## config.mk

```make
export PLATFORM = sky130hd
export DESIGN_NAME = lpht_probe_ctrl
export DESIGN_NICKNAME = d
export VERILOG_FILES = /design/src/lpht_pkg.sv /design/src/lpht_probe_ctrl.sv
export SDC_FILE = /design/constraint.sdc
export NUM_CORES = 1
export LEC_CHECK = 0
export CAP_MARGIN = 5
export CORE_AREA = 4 4 164 166
export DETAILED_ROUTE_END_ITERATION = 8
export DIE_AREA = 0 0 168 170
export DONT_BUFFER_PORTS = 1
export MAX_ROUTING_LAYER = met4
export PLACE_DENSITY = 0.53
export SLEW_MARGIN = 20
export SYNTH_ARGS = -nofsm -noshare
export SYNTH_HDL_FRONTEND = slang
export SYNTH_SLANG_ARGS = --single-unit
```

## constraint.sdc

```tcl
create_clock -name clk -period 5.3 [get_ports clk]
set_clock_uncertainty 0.05 [all_clocks]
set_input_delay 0 -clock clk [delete_from_list [all_inputs] [get_ports clk]]
set_output_delay 0 -clock clk [all_outputs]
set_load 0.05 [all_outputs]
```

## src/lpht_pkg.sv

```systemverilog
// ============================================================================
// lpht_pkg - shared types and constants for the linear probe hash table
// Slot layout, operation and status codes, and the RAM request/response
// structs passed between the probe controller and the slot RAM.
// ============================================================================
package lpht_pkg;

    // Table size; must be a power of two (home slot is the low hash bits)
    localparam int CAPACITY = 256;
    localparam int IDX_W    = $clog2(CAPACITY);
    localparam int CNT_W    = $clog2(CAPACITY + 1);
    localparam int MAX_W    = 9;
    localparam int CMP_W    = (CNT_W > MAX_W) ? CNT_W : MAX_W;

    localparam int KEY_W    = 32;
    localparam int HASH_W   = 32;
    localparam int VAL_W    = 64;

    localparam logic [MAX_W-1:0] MAX_ENTRIES_RESET = MAX_W'(192);

    // Slot states
    localparam logic [1:0] SLOT_EMPTY = 2'd0;
    localparam logic [1:0] SLOT_LIVE  = 2'd1;
    localparam logic [1:0] SLOT_TOMB  = 2'd2;

    // Operations
    localparam logic [1:0] OP_GET    = 2'd0;
    localparam logic [1:0] OP_SET    = 2'd1;
    localparam logic [1:0] OP_REMOVE = 2'd2;
    localparam logic [1:0] OP_CLEAR  = 2'd3;

    // Result status
    localparam logic [1:0] ST_OK      = 2'd0;
    localparam logic [1:0] ST_MISSING = 2'd1;
    localparam logic [1:0] ST_FULL    = 2'd2;

    typedef struct packed {
        logic [1:0]       state;
        logic [KEY_W-1:0] key;
        logic [VAL_W-1:0] value;
    } slot_entry_t;

    typedef struct packed {
        logic             rd_en;
        logic [IDX_W-1:0] rd_addr;
        logic             wr_en;
        logic [IDX_W-1:0] wr_addr;
        slot_entry_t      wr_data;
        logic             clear;
    } ram_req_t;

    typedef struct packed {
        logic        valid;
        slot_entry_t entry;
    } ram_rsp_t;

    typedef struct packed {
        logic [1:0]       status;
        logic [VAL_W-1:0] value;
    } result_t;

endpackage

```

## src/lpht_probe_ctrl.sv

```systemverilog
// ============================================================================
// lpht_probe_ctrl - probe sequencer
// Walks slots one RAM read per cycle, then resolves the request with one
// write-back at most, tracks occupancy and holds the max_entries register.
// ============================================================================
module lpht_probe_ctrl (
    input  logic                               clk,
    input  logic                               rst_n,
    input  logic                               in_valid,
    output logic                               in_ready,
    input  logic [1:0]                         operation,
    input  logic [lpht_pkg::KEY_W-1:0]         key_id,
    input  logic [lpht_pkg::HASH_W-1:0]        key_hash,
    input  logic [lpht_pkg::VAL_W-1:0]         value_in,
    input  logic                               cfg_write_en,
    input  logic [lpht_pkg::MAX_W-1:0]         cfg_write_data,
    output lpht_pkg::ram_req_t                 ram_req,
    input  lpht_pkg::ram_rsp_t                 ram_rsp,
    output logic                               res_valid,
    input  logic                               res_ready,
    output lpht_pkg::result_t                  res
);

    localparam logic [1:0] S_IDLE  = 2'd0;
    localparam logic [1:0] S_CHECK = 2'd1;
    localparam logic [1:0] S_DONE  = 2'd2;

    localparam logic [lpht_pkg::IDX_W-1:0] LAST_PROBE =
        lpht_pkg::IDX_W'(lpht_pkg::CAPACITY - 1);

    logic [1:0]                    state_reg,      state_next;
    logic [1:0]                    op_reg,         op_next;
    logic [lpht_pkg::KEY_W-1:0]    key_reg,        key_next;
    logic [lpht_pkg::VAL_W-1:0]    val_reg,        val_next;
    logic [lpht_pkg::IDX_W-1:0]    idx_reg,        idx_next;
    logic [lpht_pkg::IDX_W-1:0]    cnt_reg,        cnt_next;
    logic                          tomb_found_reg, tomb_found_next;
    logic [lpht_pkg::IDX_W-1:0]    tomb_idx_reg,   tomb_idx_next;
    logic [lpht_pkg::CNT_W-1:0]    occ_reg,        occ_next;
    logic [lpht_pkg::MAX_W-1:0]    max_reg,        max_next;
    lpht_pkg::result_t             res_reg,        res_next;

    logic [1:0]                    slot_st;
    logic                          is_empty;
    logic                          is_hit;
    logic                          is_tomb;
    logic                          tomb_avail;
    logic [lpht_pkg::IDX_W-1:0]    tomb_at;
    logic                          at_limit;

    assign in_ready  = (state_reg == S_IDLE);
    assign res_valid = (state_reg == S_DONE);
    assign res       = res_reg;

    always_comb
    begin
        slot_st    = ram_rsp.valid ? ram_rsp.entry.state : lpht_pkg::SLOT_EMPTY;
        is_empty   = (slot_st == lpht_pkg::SLOT_EMPTY);
        is_hit     = (slot_st == lpht_pkg::SLOT_LIVE) && (ram_rsp.entry.key == key_reg);
        is_tomb    = !is_empty && (slot_st != lpht_pkg::SLOT_LIVE);
        tomb_avail = tomb_found_reg || is_tomb;
        tomb_at    = tomb_found_reg ? tomb_idx_reg : idx_reg;
        at_limit   = (lpht_pkg::CMP_W'(occ_reg) >= lpht_pkg::CMP_W'(max_reg));
    end

    always_comb
    begin
        state_next      = state_reg;
        op_next         = op_reg;
        key_next        = key_reg;
        val_next        = val_reg;
        idx_next        = idx_reg;
        cnt_next        = cnt_reg;
        tomb_found_next = tomb_found_reg;
        tomb_idx_next   = tomb_idx_reg;
        occ_next        = occ_reg;
        max_next        = cfg_write_en ? cfg_write_data : max_reg;
        res_next        = res_reg;
        ram_req         = '0;

        case (state_reg)
            S_IDLE:
            begin
                if (in_valid)
                begin
                    op_next  = operation;
                    key_next = key_id;
                    val_next = value_in;
                    if (operation == lpht_pkg::OP_CLEAR)
                    begin
                        ram_req.clear = 1'b1;
                        occ_next      = '0;
                        res_next      = '{status: lpht_pkg::ST_OK, value: '0};
                        state_next    = S_DONE;
                    end
                    else
                    begin
                        ram_req.rd_en   = 1'b1;
                        ram_req.rd_addr = key_hash[lpht_pkg::IDX_W-1:0];
                        idx_next        = key_hash[lpht_pkg::IDX_W-1:0];
                        cnt_next        = '0;
                        tomb_found_next = 1'b0;
                        state_next      = S_CHECK;
                    end
                end
            end

            S_CHECK:
            begin
                if (is_empty || is_hit || (cnt_reg == LAST_PROBE))
                begin
                    res_next   = '{status: lpht_pkg::ST_OK, value: '0};
                    state_next = S_DONE;
                    case (op_reg)
                        lpht_pkg::OP_GET:
                        begin
                            if (is_hit)
                                res_next.value = ram_rsp.entry.value;
                            else
                                res_next.status = lpht_pkg::ST_MISSING;
                        end
                        lpht_pkg::OP_SET:
                        begin
                            if (is_hit)
                            begin
                                ram_req.wr_en   = 1'b1;
                                ram_req.wr_addr = idx_reg;
                                ram_req.wr_data = '{state: lpht_pkg::SLOT_LIVE,
                                                    key: key_reg, value: val_reg};
                            end
                            else if (at_limit)
                            begin
                                res_next.status = lpht_pkg::ST_FULL;
                            end
                            else if (tomb_avail)
                            begin
                                // reuse first tombstone, occupancy unchanged
                                ram_req.wr_en   = 1'b1;
                                ram_req.wr_addr = tomb_at;
                                ram_req.wr_data = '{state: lpht_pkg::SLOT_LIVE,
                                                    key: key_reg, value: val_reg};
                            end
                            else if (is_empty)
                            begin
                                ram_req.wr_en   = 1'b1;
                                ram_req.wr_addr = idx_reg;
                                ram_req.wr_data = '{state: lpht_pkg::SLOT_LIVE,
                                                    key: key_reg, value: val_reg};
                                occ_next        = occ_reg + lpht_pkg::CNT_W'(1);
                            end
                            else
                            begin
                                res_next.status = lpht_pkg::ST_FULL;
                            end
                        end
                        lpht_pkg::OP_REMOVE:
                        begin
                            if (is_hit)
                            begin
                                ram_req.wr_en   = 1'b1;
                                ram_req.wr_addr = idx_reg;
                                ram_req.wr_data = '{state: lpht_pkg::SLOT_TOMB,
                                                    key: ram_rsp.entry.key,
                                                    value: ram_rsp.entry.value};
                            end
                            else
                            begin
                                res_next.status = lpht_pkg::ST_MISSING;
                            end
                        end
                        default:
                        begin
                            res_next.status = lpht_pkg::ST_OK;
                        end
                    endcase
                end
                else
                begin
                    if (is_tomb && !tomb_found_reg)
                    begin
                        tomb_found_next = 1'b1;
                        tomb_idx_next   = idx_reg;
                    end
                    idx_next        = idx_reg + lpht_pkg::IDX_W'(1);
                    cnt_next        = cnt_reg + lpht_pkg::IDX_W'(1);
                    ram_req.rd_en   = 1'b1;
                    ram_req.rd_addr = idx_reg + lpht_pkg::IDX_W'(1);
                end
            end

            S_DONE:
            begin
                if (res_ready)
                    state_next = S_IDLE;
            end

            default:
            begin
                state_next = S_IDLE;
            end
        endcase
    end

    always_ff @(posedge clk or negedge rst_n)
    begin
        if (!rst_n)
        begin
            state_reg <= S_IDLE;
            occ_reg   <= '0;
            max_reg   <= lpht_pkg::MAX_ENTRIES_RESET;
        end
        else
        begin
            state_reg <= state_next;
            occ_reg   <= occ_next;
            max_reg   <= max_next;
        end
    end

    always_ff @(posedge clk)
    begin
        op_reg         <= op_next;
        key_reg        <= key_next;
        val_reg        <= val_next;
        idx_reg        <= idx_next;
        cnt_reg        <= cnt_next;
        tomb_found_reg <= tomb_found_next;
        tomb_idx_reg   <= tomb_idx_next;
        res_reg        <= res_next;
    end

endmodule

```

==> flow_summary.yaml, run 1 <==
run_status:
  status: "complete, no violations"
sta:
  slew_violations: 0
  rsz0062_at_grt: "no"
  fmax_ghz: 0.220
  fin_crit_sh_pct: 85.9
  hold_viol_final: 0
  setup_tns_ns: 0
  setup_viol: 0
  maxSlewHeadroom_pct: 24.9
  fin_crit_ns: 4.55
  tightest_slew_ns: 1.12
power:
  comb_power_share_pct: 18.7
  p_int_mw: 3.41
  sequentialPowerShare_pct: 52.7
  p_sw_mw: 1.99
  p_leak_nw: 4.54
  ir_worst_vdd_mv: 0.268
  switching_share_pct: 36.9
  power_mw: 5.40
  power_density_nw_per_um2: 413
  power_frac_clock_pct: 28.5
route:
  wl_per_cell_um: 23.5
  vias: 7830
  drc: 0
  viasPerCell: 5.56
  drt_pass1_iterations: 5
  routed_wl_um: 33000
  ant_nets: 0
  drtIter0Drc: 653
synthesis:
  synthAdderAreaFrac_pct: 2.00
  yosysWarnings: 0
  synth_top_area_share_pct: 56.7
  synth_compound_gate_area_share_pct: 9.45
  yosys.area.top_type: "edfxtp_1"
  syn_area_sq_um: 10000
  synth_cells: 878
  yosys.area_share.xor_xnor_pct: 3.85
  ys_seq_area_share_pct: 61.7
  synth_area_leaders: "edfxtp_1 57%, nand4_1 5.9%, o21ai_0 5.4%, nand2_1 4.6%, dfrtp_1 4.5%"
  synthMuxAreaShare_pct: 0.912
  synth_edf_count: 189
  synth.distinct_cells: 46
  ys_seq_elements: 209
  yosysMostFrequentCell: "edfxtp_1"
  synthSimpleGateAreaFrac_pct: 18.7
  ys.flop_type: "edfxtp_1"
  synth_top_family_by_area: "simple AND/OR/NAND/NOR gates"
  async_flop_share_pct: 9.57
  synth_common_cells: "189 x edfxtp_1, 124 x nand2_1, 108 x o21ai_0"
  syn_nets: 1137
  avgSynthCellArea_sq_um: 11.4
cts:
  clock_path_buffers: 3
  ctsResizeCount: 0
  clkSinkCount: 209
  clk_latency_ns: 0.52
  cts_tree: "done"
  cts_root_buf: "clkbuf_16"
  htree_levels: 1
  cts_setup_buffers: 0
  cts_made_buffers: 24
  hold_buffers: 186
  clkTransAtPathRegs_ns: 0.06
layout:
  drive_gt1_share_pct: 7.38
  final_core_util_pct: 51.0
  largest_register_ffs: 66
  area_delta_synth_final_pct: 30.5
  nFillCells: 2253
  fin_nets: 1312
worst_setup_path:
  rr_startpoint: "key_reg[10]"
  worst_setup_path_start_kind: "register"
  critical_path_arrival_ns: 4.50
  crit_required_ns: 5.25
  critPathLaunch: "key_reg[10]"
  crit_path_max_fanout: 33
  critical_path_class: "register to output port"
  endpoint_kind: "output port"
floorplanning:
  io_pins: 428
  die_w_um: 168
  rows: 59
  initial_core_util_pct: 39.1
  fp.dieArea_sq_um: 28600
  die_y_um: 170
  coreArea_sq_um: 25600
placement:
  hpwl_um: 22100
  gp_congestion: 0.849
  port_buffers: 0
hold_path:
  hold_path_class: "input pin to asynchronous set/reset pin"
global_route:
  antenna_found_initial: 2
  grt.overflow.total: 0
  grt_max_degree: 92
  grt_pass1_wl_um: 49400
  grt_util_all_layers_pct: 22.8
  grt_pass1_vias: 8139
flow_run:
  maxCapViolations: 0
[per-layer routing]
| metal | part of all wire (%) | up-vias | routed length [um] | GRT usage (%) |
|---|---|---|---|---|
| met5 | 0 | - | 0 | - |
| met4 | 3.0 | 0 | 986 | 6.70 |
| met3 | 7.7 | 55 | 2560 | 4.92 |
| met2 | 52 | 381 | 17100 | 40.6 |
| met1 | 38 | 3779 | 12400 | 26.0 |
| li1 | - | 3615 | - | - |
[final cells by class]
class / instances / area (sq um) / area share [%]
timing repair buffer: 216 / 2140 / 16.4
sequential: 209 / 6180 / 47.3
tap: 335 / 419 / 3.21
clock buffer: 32 / 631 / 4.83
antenna: 2 / 5.00 / 0.0383
multi-input combinational: 585 / 3540 / 27.1
clock inverter: 12 / 86.3 / 0.661
inverter: 17 / 66.3 / 0.508
[cells in the final DEF, fill, tap and decap left out, drive strengths merged, types with 2 or more instances in the layout]
cell type,n
a32o,9
nand3,15
nand4,94
edfxtp,189
clkinv,13
or4,7
mux2i,8
nor4,8
ha,16
xnor2,7
nand2b,2
dfstp,2
xor2,37
o31ai,10
inv,15
and2,68
a21oi,22
nand2,124
and3,8
dlygate4sd3,186
nand3b,2
clkbuf,32
nor2b,3
a31oi,2
dfrtp,18
diode,2
nor2,16
buf,30
a31o,2
o21ai,111
nor3,2
[per-stage QoR]
| stage | instances | hold WS [ns] | cell area, sq um | setup slack (ns) |
|---|---|---|---|---|
| 3_5_place_dp | 1175 | -0.345 | 10400 | 1.26 |
| 4_1_cts | 1405 | 0.0168 | 13000 | 0.698 |
| 3_3_place_gp | 1174 | -0.345 | 10400 | 1.28 |
| 2_1_floorplan | 878 | -0.346 | 10000 | 0.799 |
| 6_report | 1408 | 0.0301 | 13100 | 0.748 |
| 5_1_grt | 1408 | 0.0375 | 13100 | 0.569 |
[power by group through the flow]
stage                     Combinational (mW)  Sequential, mW  Clock (mW)
after global placement                 0.873            2.87           0
after CTS                               1.01            2.85        1.58
after detailed placement               0.885            2.88           0
after global routing                    1.09            2.88        1.64
after floorplan                        0.641            2.83           0
final                                   1.01            2.85        1.54
[worst max-delay path, stage by stage, from the launching register on]
cell and delay, ns:
edfxtp_1 0.42, xor2_1 0.18, nor4_1 0.49, nand4_1 0.39
nor4_4 0.77, buf_4 0.48, and3_1 0.65, a32o_1 0.59
[logic make-up (layout without fill, tap and decap cells)]
logic type	after synthesis	count (layout)
other	0	2
buffers and inverters	84	277
adders and majority gates	16	16
AOI/OAI and AO/OA	163	163
and+or+nand+nor	353	353
xor gates and xnor gates	44	44
muxes	9	9
DFF	209	209
[worst paths after layout]
check,end,slack [ns],cells after the start
setup / recovery,ram_req[11],0.75,7
hold / removal,occ_reg[0],0.03,1
setup reg to reg,res[53],1.29,8
hold reg to reg,max_reg[6],0.47,2
max in group asynchronous,occ_reg[1],4.58,1
min in group clk,val_reg[14],0.05,1
(Power assumes the default switching activity.)
==> run 2, diff against run 1 <==
--- a/config.mk
+++ b/config.mk
@@ -6,12 +6,12 @@
 export NUM_CORES = 1
 export LEC_CHECK = 0
 export CAP_MARGIN = 5
-export CORE_AREA = 4 4 164 166
+export CORE_AREA = 4 4 166 168
 export DETAILED_ROUTE_END_ITERATION = 8
-export DIE_AREA = 0 0 168 170
+export DIE_AREA = 0 0 170 172
 export DONT_BUFFER_PORTS = 1
 export MAX_ROUTING_LAYER = met4
-export PLACE_DENSITY = 0.53
+export PLACE_DENSITY = 0.52
 export SLEW_MARGIN = 20
 export SYNTH_ARGS = -nofsm -noshare
 export SYNTH_HDL_FRONTEND = slang
==> run 2 against run 1 <==
- global-route usage shrank 0.53 points
- fmax grew 0.19%
- critical path depth is the same
- critical path type unchanged
- wire length grew 1.6%
- via count grew 1.2%
- register-to-register slack lost 0.05 ns
- largest cell class unchanged
==> flow_summary.yaml, run 2 (synthesis gave the netlist of run 1 again) <==
cts:
  ctsResizeCount: 0
  clkSinkCount: 209
  cts_tree: "done"
  clk_latency_ns: 0.52
  cts_made_buffers: 24
  cts_root_buf: "clkbuf_16"
  clock_path_buffers: 3
  htree_levels: 1
  clkTransAtPathRegs_ns: 0.06
worst_setup_path:
  crit_chain: "xor2_1 > nor4_1 > nand4_1 > nor4_4 > buf_4 > and3_1 > a32o_1"
  cp.depth: 7
  cp_top_family: "simple AND/OR/NAND/NOR gates"
  critPathLaunch: "key_reg[10]"
  regToRegEndpoint: "res[40]"
  critical_path_class: "register to output port"
  endpoint_kind: "output port"
  rrSetupSlack_ns: 1.24
  worst_setup_path_start_kind: "register"
  crit_required_ns: 5.25
  rr_startpoint: "key_reg[10]"
  cp_slowest_stage_delay_ns: 0.63
  slowest_stage: "a32o_1"
  path_buf_inv: 1
  r2r_cells: 7
  setup.worst_path.end: "ram_req[45]"
  critical_path_arrival_ns: 4.49
  crit_path_max_fanout: 60
sta:
  hold_viol_final: 0
  slew_violations: 0
  fin_crit_ns: 4.54
  setup_viol: 0
  tightest_slew_ns: 1.11
  rsz0062_at_grt: "no"
  fin_crit_sh_pct: 85.7
  setup_tns_ns: 0
  maxSlewHeadroom_pct: 25.8
  fmax_ghz: 0.220
floorplanning:
  initial_core_util_pct: 38.6
  fp.dieArea_sq_um: 29200
  die_y_um: 172
  io_pins: 428
  coreArea_sq_um: 25900
  rows: 59
  die_w_um: 170
power:
  ir_worst_vdd_mv: 0.360
  power_mw: 5.60
  power_density_nw_per_um2: 424
  p_leak_nw: 4.63
flow_run:
  maxCapViolations: 0
route:
  drt_pass1_iterations: 6
  viasPerCell: 5.61
  vias: 7921
  ant_nets: 0
  routed_wl_um: 33600
  wl_per_cell_um: 23.8
  drtIter0Drc: 664
  drc: 0
placement:
  gp_congestion: 0.833
  port_buffers: 0
  hpwl_um: 22400
layout:
  area_delta_synth_final_pct: 31.8
  final_common_cell: "edfxtp_1"
  final_cell_mix: "189 x edfxtp_1, 185 x dlygate4sd3_1, 124 x nand2_1"
  largest_register_ffs: 66
  fin_nets: 1317
  nFillCells: 2237
  drive_gt1_share_pct: 8.64
global_route:
  antenna_found_initial: 1
  grt.overflow.total: 0
  grt_pass1_vias: 8023
  grt_util_all_layers_pct: 22.3
  grt_pass1_wl_um: 49000
  grt_max_degree: 90
run_status:
  status: "complete, no violations"
hold_path:
  hold_path_class: "input pin to asynchronous set/reset pin"
## run 2: timing repair
action | in CTS | in global routing
hold endpoints to repair | 212 | 0
buffers inserted | 0 | 0
hold buffers | 185 | 0
## run 2: routing by layer
layer	GRT usage, %	share of wire, %	vias up
met2	38.1	49	449
met5	-	0	-
met3	5.33	9.5	70
li1	-	-	3614
met1	26.0	38	3788
met4	7.53	3.3	0
## run 2: metrics by stage
step	instances	setup slack, ns	cell area, sq um	util, %	hold slack, ns
after global placement	1179	1.27	10500	40.4	-0.345
after global routing	1412	0.645	13200	51.0	0.0423
after floorplan	878	0.799	10000	-	-0.346
after CTS	1410	0.691	13200	50.9	0.0356
after detailed placement	1181	1.25	10500	40.6	-0.345
final	1412	0.757	13200	51.0	0.0212
## run 2: how the worst min path moves through the flow
stage	start	endpoint	slack (ns)	cells after the start
3_5_place_dp	rst_n	state_reg[1]	-0.35	0
5_1_grt	key_id[7]	key_reg[7]	0.04	1
2_1_floorplan	rst_n	max_reg[0]	-0.35	0
3_3_place_gp	rst_n	state_reg[1]	-0.35	0
6_report	rst_n	state_reg[0]	0.02	1
4_1_cts	value_in[1]	val_reg[1]	0.04	1
## run 2: area by class of cell
class	count	area, sq um	share of cell area [%]
clock buffers	27	612	4.63
repair buffers	221	2170	16.5
multi-input cells	585	3530	26.8
inverters	17	66.3	0.502
well taps	335	419	3.17
flip-flops and latches	209	6180	46.8
clock inverters	17	216	1.64
diodes	1	2.50	0.0190
## run 2: power by group
part | switching, mW | internal [mW] | total [mW]
registers | 0.602 | 2.25 | 2.85
logic | 0.731 | 0.277 | 1.01
clock network | 0.671 | 1.07 | 1.74
